[config.mk]
export PLATFORM = sky130hd
export DESIGN_NAME = aavr_front
export DESIGN_NICKNAME = d
export VERILOG_FILES = /design/src/design/aavr_pkg.sv /design/src/design/aavr_front.sv
export SDC_FILE = /design/constraint.sdc
export NUM_CORES = 2
export LEC_CHECK = 0
export BUFFER_PORTS_ARGS = -buffer_cell sky130_fd_sc_hd__buf_4
export CELL_PAD_IN_SITES_DETAIL_PLACEMENT = 1
export CELL_PAD_IN_SITES_GLOBAL_PLACEMENT = 1
export CORE_MARGIN = 1
export CORE_UTILIZATION = 52
export CTS_CLUSTER_SIZE = 12
export DETAILED_ROUTE_END_ITERATION = 8
export HOLD_SLACK_MARGIN = 0.08
export PLACE_DENSITY = 0.92
export SYNTH_ARGS = -nofsm -noshare
export SYNTH_HDL_FRONTEND = slang
export SYNTH_SLANG_ARGS = --single-unit
[constraint.sdc]
create_clock -name clock -period 44 [get_ports clock]
set_input_delay 8.8 -clock clock [delete_from_list [all_inputs] [get_ports clock]]
set_output_delay 8.8 -clock clock [all_outputs]
set_load 0.03 [all_outputs]
[src/design/aavr_pkg.sv]
`timescale 1ns / 1ps
// Shared types and constants for the axis-angle vector rotation block.
// No dependencies; every other design file imports this package.
package aavr_pkg;

   localparam int COMP_W        = 32;
   localparam int FRAC_BITS     = 16;
   localparam int NORM_W        = 30;
   localparam int REM_W         = 23;
   localparam int ANG_W         = COMP_W - FRAC_BITS + 1;
   localparam int BL_W          = 6;
   localparam int PROD_W        = 34;
   localparam int RECIP_SH      = 23;
   localparam int QUO_W         = PROD_W - RECIP_SH;
   localparam int CORDIC_STEPS  = 30;
   localparam int SQRT_STEPS    = 31;
   localparam int DIV_STEPS     = 31;

   localparam logic [ANG_W-1:0] ANG_BIAS   = 17'd33120;
   localparam logic [ANG_W-1:0] RECIP90    = 17'd93207;
   localparam logic [6:0]       DEG90      = 7'd90;
   localparam logic [24:0]      D2R30      = 25'd18740330;
   localparam logic [30:0]      CORDIC_K30 = 31'd652032874;

   localparam logic signed [COMP_W-1:0] COMP_MAX = {1'b0, {(COMP_W-1){1'b1}}};
   localparam logic signed [COMP_W-1:0] COMP_MIN = {1'b1, {(COMP_W-1){1'b0}}};

   localparam logic [29:0] ATAN_Q30 [CORDIC_STEPS] = '{
      30'd843314856, 30'd497837829, 30'd263043836, 30'd133525158, 30'd67021686,
      30'd33543515, 30'd16775850, 30'd8388437, 30'd4194282, 30'd2097149,
      30'd1048575, 30'd524287, 30'd262143, 30'd131071, 30'd65535,
      30'd32767, 30'd16383, 30'd8191, 30'd4095, 30'd2047,
      30'd1023, 30'd511, 30'd255, 30'd127, 30'd63,
      30'd31, 30'd15, 30'd8, 30'd4, 30'd2
   };

   typedef logic signed [COMP_W-1:0] comp_type;

   typedef struct packed {
      comp_type vec_x;
      comp_type vec_y;
      comp_type vec_z;
      comp_type axis_x;
      comp_type axis_y;
      comp_type axis_z;
      comp_type angle_deg;
   } req_type;

   typedef struct packed {
      comp_type rot_x;
      comp_type rot_y;
      comp_type rot_z;
      logic     axis_zero;
      logic     overflow;
   } rsp_type;

   typedef struct packed {
      logic [2:0][COMP_W-1:0] vec;
      logic [2:0][NORM_W-1:0] mag;
      logic [2:0]             neg;
      logic                   zero;
      logic [1:0]             quad;
      logic [REM_W-1:0]       rem;
   } qent_type;

   typedef struct packed {
      logic full;
      logic empty;
   } qstat_type;

endpackage

[src/design/aavr_front.sv]
`timescale 1ns / 1ps
// Front end: takes request beats, flags a zero axis, normalizes the axis
// magnitudes and splits the angle into quadrant and remainder. Uses aavr_pkg.
module aavr_front import aavr_pkg::*; (
   input  logic      clock,
   input  logic      reset,
   input  logic      req_valid,
   output logic      req_ready,
   input  req_type   req_data,
   input  qstat_type qstat,
   output logic      push,
   output qent_type  push_ent
);

   logic [2:0]             vld_ff;
   logic                   adv;
   logic [2:0][COMP_W-1:0] vec_in, axis_in, mag_in;
   logic [2:0]             neg_in;
   logic [2:0][COMP_W-1:0] vec0_ff, vec1_ff, mag0_ff, mag1_ff;
   logic [2:0]             neg0_ff, neg1_ff;
   logic                   zero0_ff, zero1_ff;
   logic [ANG_W-1:0]       h_in, h0_ff, h1_ff;
   logic [FRAC_BITS-1:0]   alo0_ff, alo1_ff;
   logic [PROD_W-1:0]      prod1_ff;
   logic [COMP_W-1:0]      orm;
   logic [BL_W-1:0]        bl_in, bl1_ff;
   logic [QUO_W-1:0]       qd;
   logic [ANG_W-1:0]       qmul, remhi;
   logic [2:0][COMP_W-1:0] shl;
   qent_type               ent_in, ent_ff;

   assign adv       = !(vld_ff[2] && qstat.full);
   assign req_ready = adv;
   assign push      = vld_ff[2] && !qstat.full;
   assign push_ent  = ent_ff;

   assign vec_in  = {req_data.vec_z, req_data.vec_y, req_data.vec_x};
   assign axis_in = {req_data.axis_z, req_data.axis_y, req_data.axis_x};
   assign h_in    = {req_data.angle_deg[COMP_W-1], req_data.angle_deg[COMP_W-1:FRAC_BITS]}
                    + ANG_BIAS;

   always_comb begin
      for (int i = 0; i < 3; i++) begin
         neg_in[i] = axis_in[i][COMP_W-1];
         mag_in[i] = neg_in[i] ? (~axis_in[i] + 1'b1) : axis_in[i];
      end
   end

   always_comb begin
      orm   = mag0_ff[0] | mag0_ff[1] | mag0_ff[2];
      bl_in = '0;
      for (int i = 0; i < COMP_W; i++) begin
         if (orm[i]) begin
            bl_in = BL_W'(i + 1);
         end
      end
   end

   always_comb begin
      ent_in.vec  = vec1_ff;
      ent_in.neg  = neg1_ff;
      ent_in.zero = zero1_ff;
      for (int i = 0; i < 3; i++) begin
         if (bl1_ff > BL_W'(NORM_W)) begin
            shl[i] = mag1_ff[i] >> (bl1_ff - BL_W'(NORM_W));
         end else begin
            shl[i] = mag1_ff[i] << (BL_W'(NORM_W) - bl1_ff);
         end
         ent_in.mag[i] = shl[i][NORM_W-1:0];
      end
      qd          = prod1_ff[PROD_W-1:RECIP_SH];
      qmul        = ANG_W'(qd) * ANG_W'(DEG90);
      remhi       = h1_ff - qmul;
      ent_in.quad = qd[1:0];
      ent_in.rem  = {remhi[6:0], alo1_ff};
   end

   always_ff @(posedge clock) begin
      if (reset) begin
         vld_ff <= '0;
      end else if (adv) begin
         vld_ff <= {vld_ff[1:0], req_valid};
      end
   end

   always_ff @(posedge clock) begin
      if (adv) begin
         vec0_ff  <= vec_in;
         mag0_ff  <= mag_in;
         neg0_ff  <= neg_in;
         zero0_ff <= (axis_in == '0);
         h0_ff    <= h_in;
         alo0_ff  <= req_data.angle_deg[FRAC_BITS-1:0];
         vec1_ff  <= vec0_ff;
         mag1_ff  <= mag0_ff;
         neg1_ff  <= neg0_ff;
         zero1_ff <= zero0_ff;
         h1_ff    <= h0_ff;
         alo1_ff  <= alo0_ff;
         bl1_ff   <= bl_in;
         prod1_ff <= PROD_W'(h0_ff) * PROD_W'(RECIP90);
         ent_ff   <= ent_in;
      end
   end

endmodule

* After elaboration in Yosys (flattened, before gate mapping)
Index checks and enable logic that the tools add are counted.
** Word-level totals
- Register bits after elaboration :: 706
- Input bits :: 229
- Output and inout port bits :: 217
- Word-level logic and storage cells :: 99
** Operators by class
- Add/subtract/negate cells :: 7
- Multipliers :: 2
- Magnitude comparators :: 1
- Shifts and indexed selects :: 6
- Muxes and demuxes :: 37
- Bitwise gates (word level) :: 5
- Reductions and logical operators :: 5
** Operators with widths (number)
- $mux W6 :: 30
- $add A32 B1 Y32 const B :: 3
- $logic_not A96 Y1 :: 1
- $not A32 Y32 :: 3
- $shl A32 B6 Y30 :: 3
- $shr A32 B6 Y30 :: 3
- $mux W31 :: 3
- $mux W30 :: 3
- $or A32 B32 Y32 :: 2
- $mul A17 B17 Y34 const B :: 1
- $add A17 B16 Y17 const B :: 1
- $mul A11 B6 Y6 const B :: 1
- $sub A7 B7 Y7 :: 1
- $gt A6 B5 Y1 const B :: 1
- $sub A5 B6 Y6 const A :: 1
- $sub A6 B5 Y6 const B :: 1
- $logic_and A1 B1 Y1 :: 2
- $logic_not A1 Y1 :: 2
- $mux W1 :: 1

* Longest topological paths before layout
- Depth after elaboration :: 33
- Gate-level depth with buffers :: 16
- Gate-level depth less buffers :: 16

* Least setup slack after synthesis
Ideal clock, no wire load.
- Path type :: input port to output port
- Start point :: in qstat[1] (netlist name)
- End point :: out req_ready
- Arrival :: 23169 ps
- Data required time :: 35200 ps
- Slack :: 12031 ps
- Stages on the path :: 1
- Path buffers :: 0
- Cell sequence :: nand2_1
** On the way
- Word-level cells in the longest chain between the ends :: 2
** RTL lines
- start: declaration :: line aavr_front.sv:10 : input qstat_type qstat,
- $logic_and A1 B1 Y1 :: line aavr_front.sv:32 : assign adv = !(vld_ff[2] && qstat.full);
- $logic_not A1 Y1 :: line aavr_front.sv:32
- end: declaration :: line aavr_front.sv:8 : output logic req_ready,
No other way between the ends.

* Worst setup path in the final report
Same ends and word-level chain as after synthesis.

==> results.json <==
{
  "ys_top_cells_by_count": "675 x edfxtp_1, 308 x nand2_1, 166 x inv_1",
  "netlist_area_um2": 36100,
  "async_flop_share_pct": 0,
  "period_share_pct": 42.5,
  "skew_ns": 0.0492,
  "vias": 27200,
  "viasPerCell": 6.45,
  "combPwrFrac_pct": 42.8,
  "run_status": "finished with violations",
  "max_slew_margin_pct": 11.4,
  "critical_path_arrival_ns": 9.90,
  "p_int_mw": 1.55,
  "grt_util_all_layers_pct": 37.4,
  "fin_cells": 4224,
  "cp-end-kind": "primary output",
  "initial_core_util_pct": 52.6,
  "tns_ns": 0,
  "syn2layout_area_growth_pct": 18.1,
  "clk_latency_ns": 0.66,
  "post_cts_resized": 0,
  "yosysMostFrequentCell": "edfxtp_1",
  "path_clk_slew_ns": 0.06,
  "ir_drop_mv": 0.0726,
  "die_h_um": 266,
  "post_drt_wl_per_cell_um": 31.2,
  "slew_violations": 0,
  "critPathLaunchType": "primary input",
  "yosys.area.top_type": "edfxtp_1",
  "globalplace.congestion": 1.02,
  "timing.hold.ws_ns": 0.408,
  "ys_warn_count": 0,
  "yosysUniqueCellTypes": 62,
  "cpMostUsedCell": "buf_4",
  "cts_tree": "built",
  "io_buffer_count": 444,
  "dp.cells": 4097,
  "crit_chain": "buf_4, nand2_4, buf_4",
  "rows": 96,
  "cts_made_buffers": 73,
  "dp_hpwl_mm": 93.4,
  "fillers": 6706,
  "post-place-ws_ns": 25.32,
  "r2r_slack_ns": 37.79,
  "h-tree-depth": 3,
  "grt_pass1_wl_mm": 193,
  "cap_violations": 0,
  "setup_violations": 0,
  "violations": "DRC",
  "io_pins": 446,
  "grt_antenna_before_repair": 10,
  "synth_top_area_share_pct": 56.1,
  "grt_start_max_net_pins": 151,
  "route.detailed.drc": 1,
  "period_needed_ns": 18.70,
  "pwr-share-seq_pct": 34.6,
  "post_cts_buffers": 0,
  "routed_wl_mm": 132,
  "p_leak_nw": 17.3,
  "power-per-cell-area_nw_per_um2": 60.5,
  "seq_area_frac_synth_pct": 56.3,
  "synth_area_leaders": "edfxtp_1 56%, fa_1 4.8%, ha_1 4.3%",
  "final_layout_size_suffix_gt1_share_pct": 21.3,
  "regArea_um2": 20300,
  "coreArea_um2": 68700,
  "crit_path_top_delay_cell": "nand2_4",
  "switching_share_pct": 40.1,
  "worst_pin_slew_ns": 1.32,
  "postSynthCellCount": 2838,
  "numClockSinks": 678,
  "crit_fanout": 62,
  "ant_nets": 0,
  "drtIter0Drc": 2965,
  "synthFlopType": "edfxtp_1",
  "synth_area_per_cell_um2": 12.7,
  "finalPower_mw": 2.58,
  "ctsHoldBuffers": 0,
  "overflow": 0,
  "path_class": "primary input to primary output",
  "dr.pass1.iters": 7,
  "grt_pass1_vias": 28800,
  "syn_nets": 3277,
  "hold_viol": 0,
  "cp_slowest_stage_delay_ns": 0.61,
  "cts_buffer_depth": 3,
  "die_w_um": 266,
  "multi_input_area_um2": 14700,
  "fmax_mhz": 53.5,
  "nets": 3680,
  "p_clk_share_pct": 22.7,
  "power_switching_mw": 1.03,
  "synth_edf_count": 675,
  "rsz0062_at_grt": "false",
  "cts_root_buf": "clkbuf_16",
  "dieArea_um2": 70500,
  "min_path_type": "flip-flop to flip-flop",
  "ys_ff_latch": 678,
  "finalWorstSetupSlack_ns": 25.30,
  "worstPathRequired_ns": 35.20
}
## sequential cells by signal (all words and copies together), names as in the netlist, 3 cells and up
signal / count
push_ent: 215
ent_in: 96
mag0_ff: 96
mag1_ff: 96
vec0_ff: 96
h0_ff: 17
alo0_ff: 16
alo1_ff: 16
h1_ff: 7
bl1_ff: 6
prod1_ff: 6
neg0_ff: 3
neg1_ff: 3
vld_ff: 3
## metrics by stage
| step | utilization (%) | instance area, µm² |
|---|---|---|
| floorplan | - | 36100 |
| global placement | 58.9 | 40500 |
| detailed placement | 58.9 | 40500 |
| CTS | 62.1 | 42700 |
| global route | 62.1 | 42700 |
| finish | 62.1 | 42700 |
## final timing paths
check,startpoint,endpoint,depth (start not counted)
worst max-delay path,qstat[1],req_ready,3
worst min-delay path,vec0_ff[62]$_DFFE_PN_,ent_in[181]$_DFFE_PN_,0
worst max register to register,h0_ff[6]$_DFFE_PN_,prod1_ff[28]$_DFFE_PN_,16
worst min register to register,vec0_ff[62]$_DFFE_PN_,ent_in[181]$_DFFE_PN_,0
## area by class of cell
cell class | count | area share, %
antenna | 5 | 0.0293
clock buffer | 91 | 4.44
clock inverter | 31 | 0.721
inverter | 168 | 1.48
multi-input combinational | 1839 | 34.5
sequential | 678 | 47.6
tap | 931 | 2.73
timing repair buffer | 481 | 8.49
## cell usage in the layout, fill, tap and decap left out, drive strengths merged, types with 27 or more instances in the layout
cell type  netlist  layout
buf             34     481
clkbuf         119      91
edfxtp         675     675
a211oi          87      87
nor2b           41      41
fa              87      87
nor3            52      52
o21ai          151     151
nor2           114     114
xnor2          119     119
a21oi          140     140
o31ai           36      36
nand3           33      33
mux2            32      32
o211ai          37      37
nand2          308     308
clkinv           2      27
inv            166     169
mux2i          144     144
mux4            61      61
ha             123     123
## layer usage
| metal | vias to the layer above | wire length (µm) | global-route usage (%) |
|---|---|---|---|
| met5 | - | 34 | 0 |
| met4 | 6 | 7320 | 18.9 |
| met3 | 409 | 12300 | 8.40 |
| met2 | 1699 | 64800 | 63.0 |
| met1 | 13700 | 47400 | 45.1 |
| li1 | 11500 | - | - |
## logic make-up (layout without fill, tap and decap cells)
logic type	count (synthesis)	count (layout)	synth area share, %
AO/OA/AOI/OAI	602	602	10.9
XOR/XNOR	129	129	3.13
adder cells (fa/ha/maj)	210	210	9.08
buffers and inverters	321	771	3.35
flip-flops	678	678	56.3
multiplexers	237	237	8.79
other	0	5	0
AND/OR/NAND/NOR	661	661	8.49
## power by group through the flow
stage / sequential, mW / clock [mW] / combinational (mW)
after detailed placement: 0.902 / 0 / 1.04
after CTS: 0.892 / 0.592 / 1.09
after global routing: 0.899 / 0.611 / 1.18
final: 0.893 / 0.585 / 1.10
after floorplan: 0.966 / 0 / 0.585
after global placement: 0.890 / 0 / 0.965
## critical path, delay by kind of cell
| kind | cells | cell delay, ns |
|---|---|---|
| buffers and inverters | 2 | 0.44 |
| and+or+nand+nor | 1 | 0.61 |
No activity file was read; power rests on OpenSTA's default activity.
