## src/design/aavr_pkg.sv

```systemverilog
`timescale 1ns / 1ps
// Shared types and constants for the axis-angle vector rotation block.
// No dependencies; every other design file imports this package.
package aavr_pkg;

   localparam int COMP_W        = 32;
   localparam int FRAC_BITS     = 16;
   localparam int NORM_W        = 30;
   localparam int REM_W         = 23;
   localparam int ANG_W         = COMP_W - FRAC_BITS + 1;
   localparam int BL_W          = 6;
   localparam int PROD_W        = 34;
   localparam int RECIP_SH      = 23;
   localparam int QUO_W         = PROD_W - RECIP_SH;
   localparam int CORDIC_STEPS  = 30;
   localparam int SQRT_STEPS    = 31;
   localparam int DIV_STEPS     = 31;

   localparam logic [ANG_W-1:0] ANG_BIAS   = 17'd33120;
   localparam logic [ANG_W-1:0] RECIP90    = 17'd93207;
   localparam logic [6:0]       DEG90      = 7'd90;
   localparam logic [24:0]      D2R30      = 25'd18740330;
   localparam logic [30:0]      CORDIC_K30 = 31'd652032874;

   localparam logic signed [COMP_W-1:0] COMP_MAX = {1'b0, {(COMP_W-1){1'b1}}};
   localparam logic signed [COMP_W-1:0] COMP_MIN = {1'b1, {(COMP_W-1){1'b0}}};

   localparam logic [29:0] ATAN_Q30 [CORDIC_STEPS] = '{
      30'd843314856, 30'd497837829, 30'd263043836, 30'd133525158, 30'd67021686,
      30'd33543515, 30'd16775850, 30'd8388437, 30'd4194282, 30'd2097149,
      30'd1048575, 30'd524287, 30'd262143, 30'd131071, 30'd65535,
      30'd32767, 30'd16383, 30'd8191, 30'd4095, 30'd2047,
      30'd1023, 30'd511, 30'd255, 30'd127, 30'd63,
      30'd31, 30'd15, 30'd8, 30'd4, 30'd2
   };

   typedef logic signed [COMP_W-1:0] comp_type;

   typedef struct packed {
      comp_type vec_x;
      comp_type vec_y;
      comp_type vec_z;
      comp_type axis_x;
      comp_type axis_y;
      comp_type axis_z;
      comp_type angle_deg;
   } req_type;

   typedef struct packed {
      comp_type rot_x;
      comp_type rot_y;
      comp_type rot_z;
      logic     axis_zero;
      logic     overflow;
   } rsp_type;

   typedef struct packed {
      logic [2:0][COMP_W-1:0] vec;
      logic [2:0][NORM_W-1:0] mag;
      logic [2:0]             neg;
      logic                   zero;
      logic [1:0]             quad;
      logic [REM_W-1:0]       rem;
   } qent_type;

   typedef struct packed {
      logic full;
      logic empty;
   } qstat_type;

endpackage

```

## src/design/aavr_queue.sv

```systemverilog
`timescale 1ns / 1ps
// Short queue of classified items between front and back ends.
// Uses aavr_pkg for the entry and status types.
module aavr_queue import aavr_pkg::*; #(
   parameter int DEPTH = 4
) (
   input  logic      clock,
   input  logic      reset,
   input  logic      push,
   input  qent_type  push_ent,
   input  logic      pop,
   output qent_type  head,
   output qstat_type qstat
);

   localparam int PW   = (DEPTH > 1) ? $clog2(DEPTH) : 1;
   localparam int CNTW = $clog2(DEPTH + 1);

   qent_type        mem_ff [DEPTH];
   logic [PW-1:0]   wr_ff, rd_ff;
   logic [CNTW-1:0] cnt_ff, cnt_in;

   assign head        = mem_ff[rd_ff];
   assign qstat.full  = (cnt_ff == CNTW'(DEPTH));
   assign qstat.empty = (cnt_ff == '0);

   always_comb begin
      cnt_in = cnt_ff;
      if (push && !pop) begin
         cnt_in = cnt_ff + 1'b1;
      end else if (pop && !push) begin
         cnt_in = cnt_ff - 1'b1;
      end
   end

   always_ff @(posedge clock) begin
      if (reset) begin
         wr_ff  <= '0;
         rd_ff  <= '0;
         cnt_ff <= '0;
      end else begin
         cnt_ff <= cnt_in;
         if (push) begin
            wr_ff <= (wr_ff == PW'(DEPTH - 1)) ? '0 : wr_ff + 1'b1;
         end
         if (pop) begin
            rd_ff <= (rd_ff == PW'(DEPTH - 1)) ? '0 : rd_ff + 1'b1;
         end
      end
   end

   always_ff @(posedge clock) begin
      if (push) begin
         mem_ff[wr_ff] <= push_ent;
      end
   end

endmodule

```

## config.mk

```make
export PLATFORM = sky130hd
export DESIGN_NAME = aavr_queue
export DESIGN_NICKNAME = d
export VERILOG_FILES = /design/src/design/aavr_pkg.sv /design/src/design/aavr_queue.sv
export SDC_FILE = /design/constraint.sdc
export NUM_CORES = 1
export LEC_CHECK = 0
export BUFFER_PORTS_ARGS = -buffer_cell sky130_fd_sc_hd__buf_2
export CORE_MARGIN = 2
export CORE_UTILIZATION = 36
export CTS_CLUSTER_SIZE = 30
export DETAILED_ROUTE_END_ITERATION = 7
export PLACE_DENSITY_LB_ADDON = 0.25
export SYNTH_ARGS = -nofsm -noshare
export SYNTH_HDL_FRONTEND = slang
export SYNTH_SLANG_ARGS = --single-unit
```

## constraint.sdc

```tcl
create_clock -name clock -period 15.7 [get_ports clock]
set_input_delay 3.925 -clock clock [delete_from_list [all_inputs] [get_ports clock]]
set_output_delay 3.925 -clock clock [all_outputs]
set_load 0.01 [all_outputs]
```

# Yosys cells after proc, flatten, opt, wreduce, memory -nomap -nowiden
# Memory sizes are Yosys's and may differ from the RTL's. A register that Yosys moved wholly into a read port is not among the register bits.
# Cells that the tools add are included.
# word_totals
regBits,7
latchBits,0
ramBits,860
rom_bits,0
wordCells,25
mem_count,1
# mem_list
name,depth,word_bits,rd,rd_clocked_by_memory_dff,write_ports,line,source
mem_ff,4,215,1,1,1,aavr_queue.sv:19,qent_type mem_ff [DEPTH];
# op_classes
add_sub_neg,4
mul,0
div,0
n_lt_le_gt_ge,0
n_eq_ne,3
n_shift,0
muxes,8
bitwise_logic,0
reduce_logical,6
# ops
op,n
two-way mux 2 bit,4
two-way mux 3 bit,2
adder 2 x 1 -> 2 bit (second input constant),2
== test 2 bit (second input constant),2
adder 3 x 1 -> 3 bit (second input constant),1
== test 3 bit (second input constant),1
zero test 3 bit,1
subtractor 3 x 1 -> 3 bit (second input constant),1
logical AND 1 bit,2
zero test 1 bit,2
two-way mux 1 bit,2
nonzero test 2 bit,1

# Longest topological paths before layout
# Gate-level depths: netlist (run 1).
# depth
ltp_word,4
depth_mapped,7

# Worst setup path before layout (run 1)
# Ideal clock, no wire load.
# synth_path
path_kind,input-to-reg
start,in push
end,mem mem_ff[0][0] in the netlist's numbering (enable)
setup_time_ns,0.601
arrival_time_ns,8.797
required_ns,15.099
path_slack_ns,6.302
stages,1
n_path_buf,0
path_cell_list,and2_1
# synth_via
elab_chain_cells,2
# synth_rtl
item,line,source
start: declaration,aavr_queue.sv:9,"input logic push,"
two-way mux 1 bit,aavr_queue.sv:53,if (push) begin
two-way mux 1 bit (implied by the code),aavr_queue.sv:54,mem_ff[wr_ff] <= push_ent;
end: declaration,aavr_queue.sv:19,
# No other way between the ends.

==> results of run 1 <==
==> per-stage QoR <==
| stage | total power (W) | instances | area (um^2) | utilization, % |
|---|---|---|---|---|
| after floorplan | 0.002990 | 1167 | 31450 | - |
| after global placement | 0.003163 | 2725 | 34900 | 40.30 |
| after detailed placement | 0.003173 | 2725 | 34900 | 40.30 |
| after CTS | 0.005320 | 2898 | 37910 | 43.77 |
| after global routing | 0.005437 | 2900 | 37920 | 43.78 |
| final | 0.005230 | 2904 | 37930 | 43.79 |
==> area by class of cell <==
type	instances	area, um^2
Antenna cell	6	15.01
Clock buffer	115	2452
Clock inverter	58	555.5
Fill cell	7410	48690
Inverter	4	15.01
Multi-Input combinational cell	246	5097
Sequential cell	869	26010
Tap cell	1155	1445
Timing Repair Buffer	451	2335
==> worst reg2reg max path, stage by stage (launching register included) <==
cell and delay [ns]:
dfxtp_1 0.34, inv_1 0.09, ha_1 0.15, and2_4 0.61, buf_4 0.93, buf_4 0.85
==> synth_stat cells <==
cell type,number,area (um^2)
edfxtp_1,860,25820
mux4_2,215,4842
buf_2,23,115.1
buf_6,18,202.7
dfxtp_1,9,180.2
clkbuf_1,7,26.28
nor2_1,7,26.28
ha_1,6,75.07
and2_1,4,25.02
inv_1,4,15.01
mux2i_1,4,40.04
a21oi_1,2,10.01
nor3b_1,2,15.01
xor2_1,2,17.52
fa_1,1,20.02
nor3_1,1,5.000
o21ai_0,1,5.000
or3_1,1,6.260
==> power breakdown <==
part | switching (W) | total (W) | internal [W]
Combinational | 0.000234 | 0.000416 | 0.000182
Clock | 0.000863 | 0.00212 | 0.00126
Sequential | 0.0000286 | 0.00269 | 0.00266
Total | 0.00113 | 0.00523 | 0.00410
==> kinds of logic after synthesis <==
| group | count (synthesis) |
|---|---|
| AO/OA/AOI/OAI | 3 |
| adder cells (fa/ha/maj) | 7 |
| multiplexers | 219 |
| flip-flops | 869 |
| buffers and inverters | 52 |
| XOR/XNOR | 2 |
| AND/OR/NAND/NOR | 15 |
==> per-layer routing <==
layer  vias up  GRT usage, %  routed length (um)
met2       374         24.42               33140
met4        24         4.536                1310
met5         -             0                 158
li1       6109             -                   -
met3       105         5.392                5301
met1      7416         17.98               25550
==> sequential cells by signal (all words and copies together) (netlist names), named ones only <==
register	cells
cnt_ff	3
wr_ff	2
rd_ff	2
mem_ff	860
==> path summary, 6_finish.rpt <==
| check | startpoint | endpoint | slack (ns) | depth (start not counted) |
|---|---|---|---|---|
| setup / recovery | flop | head[7] | 7.66 | 4 |
| hold / removal | rd_ff[1]$_SDFFE_PP0P_ | flop | 0.54 | 2 |
| setup reg to reg | wr_ff[1]$_SDFFE_PP0P_ | mem_ff[1][205]$_DFFE_PP_ | 12.24 | 5 |
| hold reg to reg | rd_ff[1]$_SDFFE_PP0P_ | flop | 0.54 | 2 |
==> placed cells by master, fill, tap and decap left out, drive strengths merged <==
| master | n |
|---|---|
| or3 | 1 |
| mux4 | 215 |
| mux2i | 4 |
| nor3b | 2 |
| buf | 451 |
| and2 | 4 |
| inv | 7 |
| a21oi | 2 |
| fa | 1 |
| o21ai | 1 |
| clkbuf | 115 |
| xor2 | 2 |
| clkinvlp | 6 |
| nor2 | 7 |
| dfxtp | 9 |
| clkinv | 40 |
| bufinv | 9 |
| diode | 6 |
| nor3 | 1 |
| edfxtp | 860 |
| ha | 6 |
==> metrics.txt, run 1 <==
Synth Area per Inst=26.95 um^2; Worst path top cell family by delay=buffers and inverters; main combinational cell family by area after synthesis=multiplexers; outcome=complete, no violations; P per Cell Area=137.9 nW/um^2; initial core utilization=36.31%; Final HPWL DP=39,040 um; H-Tree Depth=3; Post-Syn Nets=1,393; xor/xnor cell area share of the yosys netlist=0.05569%; TNS Setup=0 ns; initial DRC count=862; Final Hold Vio Count=0; Via Count=14,030; gpl congestion=0.7194; Post-route DRC=0; GRT Total Usage=14.71%; Worst setup EP type=primary output; Yosys reg bits=869; Die Span X=299.6 um; Layout area overhead=20.59%; post-route ant nets=0; post-CTS sizing=0; CTS tree=built; Bufs on Longest Clock Path=3; maximum clock frequency=124.3 MHz; Synth Instances=1,167; leak pwr=12.55 nW; largest net degree at the start of global routing=136; Routed wire per std cell=22.54 um; CTS clk-pin slew, worst paths=0.06 ns; antenna violations before repair=18; Netlist cell types=18; adder-cell share of the synthesized area=0.3023%; die area=89,750 um^2; # nets final=1,891; IO Pins=436; dpl ws=8.208 ns; Setup CP Type=reg -> out; Startpoint Class=flop; cell area after synthesis=31,450 um^2; CP Cell Sequence=buf_12, buf_4, mux4_2, buf_2; multiplexer share of the synthesized area=15.52%; Worst VDD drop=113.1 uV; first-pass GRT wire length=97,890 um; Slowest cell on crit path=dfxtp_4; Seq/Total Area, Yosys=82.68%; clock period minus worst slack=8.042 ns; drt pass-1 iters=6; Synth warnings=0; max incr delay on CP=0.93 ns; Port Buffers=435; final WL=65,450 um; Final Skew=0.01665 ns; CTS Buf Count=93; Via density=4.831; # setup viols final=0; Max Cap Violations=0; post-synthesis simple-gate area fraction=0.2466%; WHS=0.5402 ns; Final Max Tran Viols=0; Clock Latency Late Sink=0.65 ns; # rows=108; root buffer cell=clkbuf_16; global route overflow=0; Worst-Margin Slew=1.138 ns; clock sinks=869; RSZ-0062 raised after global routing=no; Crit path arrival time=4.12 ns; Critical path buffers and inverters=3; Post-CTS Hold Buffers=0; required time worst endpoint=11.77 ns; period utilisation layout=51.23%; Core ar.=86,620 um^2; vias in the first global route=15,140; worst hold path class=reg -> reg; setup bufs post-CTS=0; Die Ht=299.6 um; setup ws final=7.658 ns; share of post-route cells with drive strength above 1=46.24%; slew margin rel.=24.14%; worst-path fanout max=90; compound-cell area share of the yosys netlist=0.04774%
Power figures use the tool's default switching activity.
==> run 2, diff against run 1 <==
Clock period 15.7 ns to 7.45 ns, I/O delays scaled along.
==> metrics.txt, run 2 (synthesis gave the netlist of run 1 again) <==
outcome=complete, no violations; Startpoint Class=flop; max incr delay on CP=0.61 ns; Seq pwr share=51.6%; worst-path fanout max=91; final WL=63,870 um; worst hold path class=reg -> reg; Port Buffers=435; CP Cell Sequence=buf_12, mux4_2, buf_2; Critical R2R Capture=mem_ff[2][80]$_DFFE_PP_; CTS Buf Count=94; post-CTS sizing=0; Crit path arrival time=2.79 ns; Max Cap Violations=0; Via density=4.833; Die Span X=299.6 um; Switch Pwr=0.002386 W; GRT Total Usage=14.19%; maximum clock frequency=215.1 MHz; Largest regs=mem_ff: 860 flops, cnt_ff: 3 flops; FF+latch area=26,010 um^2; period utilisation layout=62.41%; clock group share of total power=40.3%; Worst-Margin Slew=1.279 ns; # nets final=1,891; Final Hold Vio Count=0; global route overflow=0; RSZ-0062 raised after global routing=no; first-pass GRT wire length=95,090 um; setup bufs post-CTS=0; fillcell total=7,418; share of post-route cells with drive strength above 1=46.64%; commonest non-fill, non-tap cell in the layout=edfxtp_1; R2R Setup Slk=5.01 ns; Die Ht=299.6 um; Int Pwr=0.008581 W; post-route ant nets=0; slew margin rel.=14.71%; antenna violations before repair=13; largest net degree at the start of global routing=130; FF-to-FF path depth=4; most frequent cells in the layout=edfxtp_1, buf_2, mux4_2; Setup CP Type=reg -> out; initial core utilization=36.31%; dpl ws=3.325 ns; H-Tree Depth=3; Clock Latency Late Sink=0.64 ns; # rows=108; max FFs per register=860; Switching Fraction=21.75%; clock period minus worst slack=4.650 ns; Final Skew=0.02306 ns; P per Cell Area=289.0 nW/um^2; leak pwr=12.54 nW; CTS tree=built; multi-input gate area in the final layout=5097 um^2; Post-CTS Hold Buffers=0; Final HPWL DP=36,500 um; die area=89,750 um^2; TNS Setup=0 ns; CTS clk-pin slew, worst paths=0.06 ns; Core ar.=86,620 um^2; worst r2r src=wr_ff[0]$_SDFFE_PP0P_; required time worst endpoint=5.59 ns; IO Pins=436; drt pass-1 iters=4; Worst setup EP type=primary output; root buffer cell=clkbuf_16; Reg with most FFs=mem_ff; # setup viols final=0; Worst VDD drop=167.1 uV; CP Capture Point=head[120]; vias in the first global route=14,960; Final Max Tran Viols=0; initial DRC count=873; Layout area overhead=20.64%; Slowest cell on crit path=dfxtp_4; setup ws final=2.800 ns; Post-route DRC=0; gpl congestion=0.6984; Logic pwr share=8.1%; Via Count=14,010; clock sinks=869; Bufs on Longest Clock Path=3; Routed wire per std cell=22.03 um
==> run 2: worst min path at each step <==
stage	slack [ns]	from	endpoint	depth (start not counted)
2_1_floorplan	0.46	cnt_ff[2]$_SDFFE_PP0P_	cnt_ff[2]$_SDFFE_PP0P_	2
3_3_place_gp	0.48	cnt_ff[2]$_SDFFE_PP0P_	cnt_ff[2]$_SDFFE_PP0P_	2
3_5_place_dp	0.50	cnt_ff[2]$_SDFFE_PP0P_	cnt_ff[2]$_SDFFE_PP0P_	2
4_1_cts	0.51	cnt_ff[2]$_SDFFE_PP0P_	cnt_ff[2]$_SDFFE_PP0P_	2
5_1_grt	0.53	cnt_ff[2]$_SDFFE_PP0P_	cnt_ff[2]$_SDFFE_PP0P_	2
6_report	0.53	rd_ff[1]$_SDFFE_PP0P_	flop	2
==> run 2: critical path, delay by kind of cell (launching register included) <==
family	cells	cell delay, ns
mux	1	0.60
buf+inv	2	0.74
flops	1	0.61
==> run 2: metal layers <==
metal | part of all wire (%) | wire, um | track usage, % | vias up
met5 | 0.23 | 149 | 0 | -
met4 | 2.1 | 1354 | 4.524 | 24
met3 | 8.0 | 5085 | 4.834 | 108
met2 | 50 | 32120 | 23.42 | 386
met1 | 39 | 25160 | 17.64 | 7403
li1 | - | - | - | 6091
==> run 2: power groups by stage <==
| stage | Clock (W) | Combinational, W | Sequential (W) |
|---|---|---|---|
| final | 0.00442 | 0.000889 | 0.00566 |
| after global placement | 0 | 0.000914 | 0.00575 |
| after detailed placement | 0 | 0.000921 | 0.00576 |
| after global routing | 0.00475 | 0.000966 | 0.00567 |
| after floorplan | 0 | 0.000514 | 0.00579 |
| after CTS | 0.00456 | 0.000925 | 0.00566 |
==> run 2: stage by stage <==
| stage | utilization, % | area, um^2 | total power (W) | hold slack (ns) | instances |
|---|---|---|---|---|---|
| final | 43.80 | 37940 | 0.01097 | 0.5292 | 2899 |
| after global routing | 43.80 | 37940 | 0.01139 | 0.5338 | 2897 |
| after CTS | 43.80 | 37940 | 0.01115 | 0.5144 | 2896 |
| after detailed placement | 40.38 | 34970 | 0.006684 | 0.5028 | 2724 |
| after global placement | 40.38 | 34970 | 0.006665 | 0.4836 | 2724 |
| after floorplan | - | 31450 | 0.006301 | 0.4603 | 1167 |
==> run 2: final cells by class <==
type	count	area share, %
diodes	3	0.01979
clock buffers	111	6.424
clock inverters	61	1.385
inverters	4	0.03957
multi-input cells	246	13.43
flip-flops and latches	869	68.56
well taps	1155	3.809
repair buffers	450	6.331
==> run 3, diff against run 2 <==
Settings changed: ABC_AREA set to 1.
Clock period 7.45 ns to 4.1 ns, I/O delays scaled along.
==> metrics.txt, run 3 <==
largest net degree at the start of global routing=171; die area=92,170 um^2; Most used DFF post-synth=edfxtp_1; Worst VDD drop=358.9 uV; drt pass-1 iters=6; worst hold path class=reg -> reg; Final HPWL DP=45,330 um; global route overflow=0; fillcell total=7,967; Hold Path Stages=2; root buffer cell=clkbuf_16; Final Skew=0.01908 ns; Startpoint Class=flop; initial core utilization=36.45%; period utilisation layout=91.11%; Routed wire per std cell=20.51 um; most frequent cells in the layout=edfxtp_1, nor2_1, buf_2; # nets final=2,791; # rows=109; IO Pins=436; Placed Area=35,690 um^2; required time worst endpoint=3.07 ns; main area contributors after synthesis=edfxtp_1, o21ai_0, nor2_1; Max Cap Violations=0; worst-path fanout max=115; H-Tree Depth=3; Hold Startpoint=rd_ff[0]$_SDFFE_PP0P_; design area=38,630 um^2; Synth Instances=2,138; post-route ant nets=0; Post-Syn Nets=2,364; Async S/R FF share, synth=0%; clock period minus worst slack=3.736 ns; setup ws final=0.3644 ns; Worst setup EP type=primary output; Via density=5.117; vias in the first global route=19,090; # setup viols final=0; Core ar.=88,650 um^2; max FFs per register=860; final WL=78,150 um; slew margin rel.=38.91%; Synth Area per Inst=15.11 um^2; Netlist cell types=22; Setup CP Type=reg -> out; R2R Setup Slk=2.03 ns; P per Cell Area=522.0 nW/um^2; Post-route DRC=0; outcome=complete, no violations; top post-synthesis cells by count=edfxtp_1, nor2_1, o21ai_0; Worst-Margin Slew=0.9163 ns; first-pass GRT wire length=114,600 um; worst r2r src=wr_ff[0]$_SDFFE_PP0P_; leak pwr=13.24 nW; share of post-route cells with drive strength above 1=22.85%; GRT Total Usage=16.31%; Final Hold Vio Count=0; cell area after synthesis=32,310 um^2; Yosys reg bits=869; gpl congestion=0.7781; Reg with most FFs=mem_ff; Final Max Tran Viols=0; Post-CTS Hold Buffers=0; Critical R2R Capture=mem_ff[3][186]$_DFFE_PP_; Die Ht=303.6 um; top-area cell type share of the netlist area=79.92%; FF-to-FF path depth=5; initial DRC count=1,295; Clock Latency Late Sink=0.66 ns; CTS Buf Count=92; Bufs on Longest Clock Path=3; Die Span X=303.6 um; CTS tree=built; dpl ws=1.019 ns; post-CTS sizing=0; commonest non-fill, non-tap cell in the layout=edfxtp_1; Seq/Total Area, Yosys=80.48%; Synth warnings=0; Largest regs=mem_ff: 860 flops, cnt_ff: 3 flops; Port Buffers=435; RSZ-0062 raised after global routing=no; antenna violations before repair=15; CTS clk-pin slew, worst paths=0.06 ns; Crit path arrival time=2.71 ns; Layout area overhead=19.57%; post-synth top area cell=edfxtp_1; clock sinks=869; Via Count=19,500; setup bufs post-CTS=0; Post-synth EDFFs=860; maximum clock frequency=267.7 MHz; count leader, synth=edfxtp_1
-- run 3: through the flow --
stage / hold slack [ns] / TNS (ns) / total power [W] / util, % / instances
6_report: 0.5415 / 0 / 0.02017 / 43.58 / 3811
5_1_grt: 0.5314 / 0 / 0.02093 / 43.57 / 3806
4_1_cts: 0.5182 / 0 / 0.02042 / 43.56 / 3804
3_5_place_dp: 0.5324 / 0 / 0.01240 / 40.26 / 3636
3_3_place_gp: 0.5028 / 0 / 0.01234 / 40.26 / 3636
2_1_floorplan: 0.4897 / -473.76 / 0.01152 / - / 2138
-- run 3: report_power, final --
| group | total, W | internal (W) | switching, W |
|---|---|---|---|
| Clock | 0.00799 | 0.00469 | 0.00331 |
| Sequential | 0.0103 | 0.0102 | 0.0000867 |
| Combinational | 0.00192 | 0.000613 | 0.00131 |
| Total | 0.0202 | 0.0155 | 0.00470 |
-- run 3: cells by family after synthesis --
| kind of cell | share of synthesized area (%) |
|---|---|
| DFF | 80.48 |
| AOI/OAI and AO/OA | 10.92 |
| and+or+nand+nor | 5.278 |
| buffers and inverters | 3.005 |
| adders and majority gates | 0.2943 |
| xor gates and xnor gates | 0.02711 |
-- run 3: critical path: stages (launching register included) --
cell,delay [ns]
dfxtp_4,0.58
clkinv_8,0.48
buf_12,0.39
o21ai_0,0.22
o22ai_1,0.12
buf_2,0.16
-- run 3: area by class of cell --
type / count / area, um^2 / share of cell area (%)
antenna: 7 / 17.52 / 0.04534
clock buffer: 121 / 2432 / 6.296
clock inverter: 47 / 493.0 / 1.276
inverter: 16 / 92.59 / 0.2397
multi-input combinational: 1111 / 5401 / 13.98
sequential: 869 / 26010 / 67.33
tap: 1165 / 1458 / 3.773
timing repair buffer: 475 / 2728 / 7.060
-- run 3: metal layers --
| layer | GRT usage [%] | vias to the layer above | routed length (um) |
|---|---|---|---|
| li1 | - | 8984 | - |
| met1 | 21.02 | 9841 | 32740 |
| met2 | 27.23 | 510 | 38540 |
| met3 | 4.155 | 139 | 4911 |
| met4 | 4.727 | 26 | 1790 |
| met5 | 0 | - | 174 |
-- run 3: how the worst max path moves through the flow --
stage | depth (start not counted) | to | slack [ns] | from
after floorplan | 2 | mem_ff[3][0]$_DFFE_PP_ | -0.55 | push
after global placement | 5 | head[136] | 1.08 | flop
after detailed placement | 5 | head[110] | 1.02 | flop
after CTS | 5 | head[5] | 0.28 | flop
after global routing | 5 | head[122] | 0.15 | flop
final | 5 | head[127] | 0.36 | flop
